[config.mk]
export PLATFORM = sky130hd
export DESIGN_NAME = sapq_cell
export DESIGN_NICKNAME = d
export VERILOG_FILES = /design/src/design/sapq_pkg.sv /design/src/design/sapq_cell.sv
export SDC_FILE = /design/constraint.sdc
export NUM_CORES = 1
export LEC_CHECK = 0
export ABC_AREA = 1
export BUFFER_PORTS_ARGS = -buffer_cell sky130_fd_sc_hd__buf_2
export CORE_ASPECT_RATIO = 1.1
export CORE_MARGIN = 1
export CORE_UTILIZATION = 40
export DETAILED_ROUTE_END_ITERATION = 8
export HOLD_SLACK_MARGIN = 0.12
export PLACE_DENSITY_LB_ADDON = 0.1
export SLEW_MARGIN = 20
export SYNTH_ARGS = -nofsm -noshare
export SYNTH_HDL_FRONTEND = slang
export SYNTH_SLANG_ARGS = --single-unit
[constraint.sdc]
create_clock -name clk -period 2.87 [get_ports clk]
set_clock_uncertainty 0.05 [all_clocks]
set_input_delay 0.4305 -clock clk [delete_from_list [all_inputs] [get_ports clk]]
set_output_delay 0.4305 -clock clk [all_outputs]
set_load 0.05 [all_outputs]
[src/design/sapq_pkg.sv]
// Shared types and codes for the sorted-array priority queue.
// No dependencies; every other design file refers to this package by scope.
`timescale 1ns / 1ps

package sapq_pkg;

	typedef enum logic {
		MODE_ENQ = 1'b0,
		MODE_DEQ = 1'b1
	} mode_t;

	typedef enum logic [1:0] {
		ST_OK    = 2'd0,
		ST_FULL  = 2'd1,
		ST_EMPTY = 2'd2
	} status_t;

	// Broadcast to every cell of the chain each cycle.
	typedef struct packed {
		logic enq;
		logic deq;
	} cell_ctrl_t;

endpackage

[src/design/sapq_cell.sv]
// One storage cell of the sorted chain: holds a value, compares it with the
// broadcast value and takes from a neighbor on shift. Depends on sapq_pkg.
`timescale 1ns / 1ps

module sapq_cell #(
	parameter int VALUE_WIDTH = 32
) (
	input  logic                          clk,
	input  sapq_pkg::cell_ctrl_t          ctrl,
	input  logic                          occupied,
	input  logic signed [VALUE_WIDTH-1:0] x,
	input  logic signed [VALUE_WIDTH-1:0] prev_value,
	input  logic                          prev_lt,
	input  logic signed [VALUE_WIDTH-1:0] next_value,
	output logic signed [VALUE_WIDTH-1:0] value,
	output logic                          lt
);

	logic signed [VALUE_WIDTH-1:0] value_q;

	// Cells holding something strictly smaller stay; equal ones move up so
	// the newest copy sits nearest the head.
	assign lt    = occupied && (value_q < x);
	assign value = value_q;

	always_ff @(posedge clk) begin
		if (ctrl.enq) begin
			if (!lt) begin
				value_q <= prev_lt ? x : prev_value;
			end
		end else if (ctrl.deq) begin
			value_q <= next_value;
		end
	end

endmodule

==> results.md <==
* Crit. End Element: primary output
* Synth Register Bits at 32
* Post-CTS Hold Buffers at 0
* Slew Limit Fails at 0
* Antenna-violating nets left at 0
* Initial drt markers at 68
* Fill cell count at just under 600
* Critical Path, Cell by Cell: ha_1 -> nand2_1 -> inv_1 -> nand3_1 -> inv_1 -> a21oi_1 -> nand2_1 -> nand2_1 -> nand2_1 -> nand2_1 -> nand3_2 -> inv_1 -> buf_2
* Postcts setup bufs at 0
* Post-route minimum period at between 2 and 3 ns
* Crit path max fanout at 2
* RSZ-0062 raised after global routing: false
* R2R depth at 14
* Max_cap viols at 0
* Most frequent CP cell: nand2_1
* CTS tree: done
* Crit path launch type: register
* Final HPWL DP at around 5000 microns
* Worst-Skew Late Latency at 0.28 ns
* Critical path arrival at around 2.1 ns
* Hold path endpoint: value[27]
* Max stage delay on crit path at around 0.42 ns
* Final WL at 6460 microns
* Slew margin rel. at 62.5%
* Maximum vdd ir drop at approximately 0.24 mV
* RePlAce Congestion at 0.789
* Max Fclk at just under 0.4 GHz
* Clk root buf: clkbuf_8
* Port Buffers at ~130
* Placed inst area at 0.00319 sq mm
* Crit Path Class: reg -> out
* Hold Path Origin: next_value[27]
* Post-Route Setup TNS at 0 ns
* N_diodes at 0
* CTS buffer count at 5
* Area Growth Syn to Fin at 35.7%
* Total grt overflow at 0
* FF-to-FF Start: value[14]
* Layout cells sized above 1 at between 30 and 40%
* Flop-to-flop setup slack at roughly 0.6 ns
* Cts repair resizes at 0
* Vias in the first global route at ~2400
* Final std cells w/o fill at approximately 530
* Largest delay share family, worst path: simple AND/OR/NAND/NOR gates
* Die height at around 84 microns
* Syn Nets at 447
* Setup WS post-layout at roughly 0.29 ns
* Slowest stage cell on the critical path: edfxtp_1
* Full die area at 0.00639 sq mm
* Tcrit/Tclk final at between 90 and 100%
* Synth Cell Area at 0.00243 sq mm
* Die Wd at 76.3 microns
* Tot GR Track Use at a little over a fifth
* # DRC at 0
* 1st-pass router iterations at 4
* Status: complete, no violations
* Worst hold path depth at 3
* Hold Path Class: in -> reg
* Bufs on Longest Clock Path at 2
* Critical Path RT at 2.39 ns
* Core Box Area at slightly below 0.006 sq mm
* Number of flip-flops in the largest register at 32
* First-pass GRT wire length at 10600 microns
* Pre-CTS WS at approximately 0.44 ns
* Cell count after placement at about 520
* Leakage Power at 1.75 nW
* Synth warn at 0
* Final Hold Vio Count at 0
* Rows at 29
* Initial core utilization at roughly two fifths
* Worst slew pin tran at 0.562 ns
* Cells after synthesis at 315
* Total Power at 1.62 mW
* IO Pins at between 100 and 150
* Cell area after layout at 0.00330 sq mm
* Clk pin slew, worst setup/hold paths at approximately 0.070 ns
* Initial antenna violation count at 0
* Number of buffers and inverters on the critical path at 4
* Clk sinks at 32
* Vias at ~2500
* Htree depth at 2
* Fin util at 56.8%
* Vias per inst at 4.75
* DR WL/cell at between 10 and 15 microns
* Final hold slack at ~0.37 ns
* P per Cell Area at between 400 and 500 mW/mm^2
* Mean post-synth cell area at ~7.7 sq um
* R2r endpoint: value[30]
* Count of final setup violators at 0
* Synth cell types at 20
* Largest net degree at the start of global routing at 34
* Final net count at 581
* Post-synthesis sequential area ratio at 39.5%
==> power by group <==
| part | total (mW) | switching (mW) | internal, mW | leakage (nW) |
|---|---|---|---|---|
| Clock | 0.429 | 0.176 | 0.253 | 0.0532 |
| Sequential | 0.614 | 0.0282 | 0.586 | 0.317 |
| Combinational | 0.581 | 0.396 | 0.185 | 1.38 |
==> layer usage <==
metal | part of all wire, % | GRT usage, % | up-vias
met2 | 49 | 36.8 | 86
met1 | 44 | 25.2 | 1095
li1 | - | - | 1316
met4 | 0.74 | 5.42 | 0
met5 | 0 | 0 | -
met3 | 6.2 | 5.25 | 5
==> Yosys cell counts <==
master | number | area share, %
clkbuf_1 | 10 | 1.5
inv_2 | 2 | 0.31
nand3_1 | 3 | 0.62
inv_1 | 41 | 6.3
nand3_2 | 1 | 0.41
nor3_1 | 1 | 0.21
nor2_1 | 39 | 6.0
edfxtp_1 | 32 | 40
nand2_1 | 66 | 10
nor3_2 | 1 | 0.41
nand4_1 | 1 | 0.26
o21a_2 | 1 | 0.36
o21ai_0 | 64 | 13
nor2_2 | 1 | 0.26
o21ai_1 | 4 | 0.82
a21oi_1 | 14 | 2.9
ha_1 | 31 | 16
buf_2 | 1 | 0.21
buf_1 | 1 | 0.15
a21oi_2 | 1 | 0.36
==> cells in the final DEF (no fill, tap or decap), drive strengths merged <==
cell	count
clkinv	2
ha	31
a21oi	15
nand4	1
nor2	40
nor3	2
buf	139
o21ai	68
nand3	4
o21a	1
clkbuf	5
nand2	66
bufinv	1
edfxtp	32
inv	43
==> worst min-delay path: cells and delay by family <==
kind	cells	cell delay [ns]
AOI/OAI and AO/OA	1	0.05
and+or+nand+nor	1	0.04
buffers and inverters	1	0.07
==> cell families after synthesis <==
logic type	after synthesis	synth area share [%]
AO/OA/AOI/OAI	84	17.6
adder cells (fa/ha/maj)	31	16.0
buffers and inverters	55	8.54
flip-flops	32	39.5
AND/OR/NAND/NOR	113	18.4
==> final cells by class <==
type                    count  area (sq um)  area share (%)
clock buffers               5          68.8            2.09
clock inverters             3          37.5            1.14
inverters                  43           161            4.89
multi-input cells         228          1260            38.3
flip-flops and latches     32           961            29.1
well taps                  77          96.3            2.92
repair buffers            139           711            21.5
==> worst max path at each step <==
stage / start / endpoint / slack, ns / cells past startpoint
after floorplan: value[21] / value[0] / 0.05 / 10
after global placement: x[15] / lt / 0.44 / 14
after detailed placement: x[15] / lt / 0.44 / 14
after CTS: value[5] / lt / 0.26 / 13
after global routing: value[5] / lt / 0.14 / 13
final: value[14] / lt / 0.29 / 13
Power figures use the tool's default switching activity.
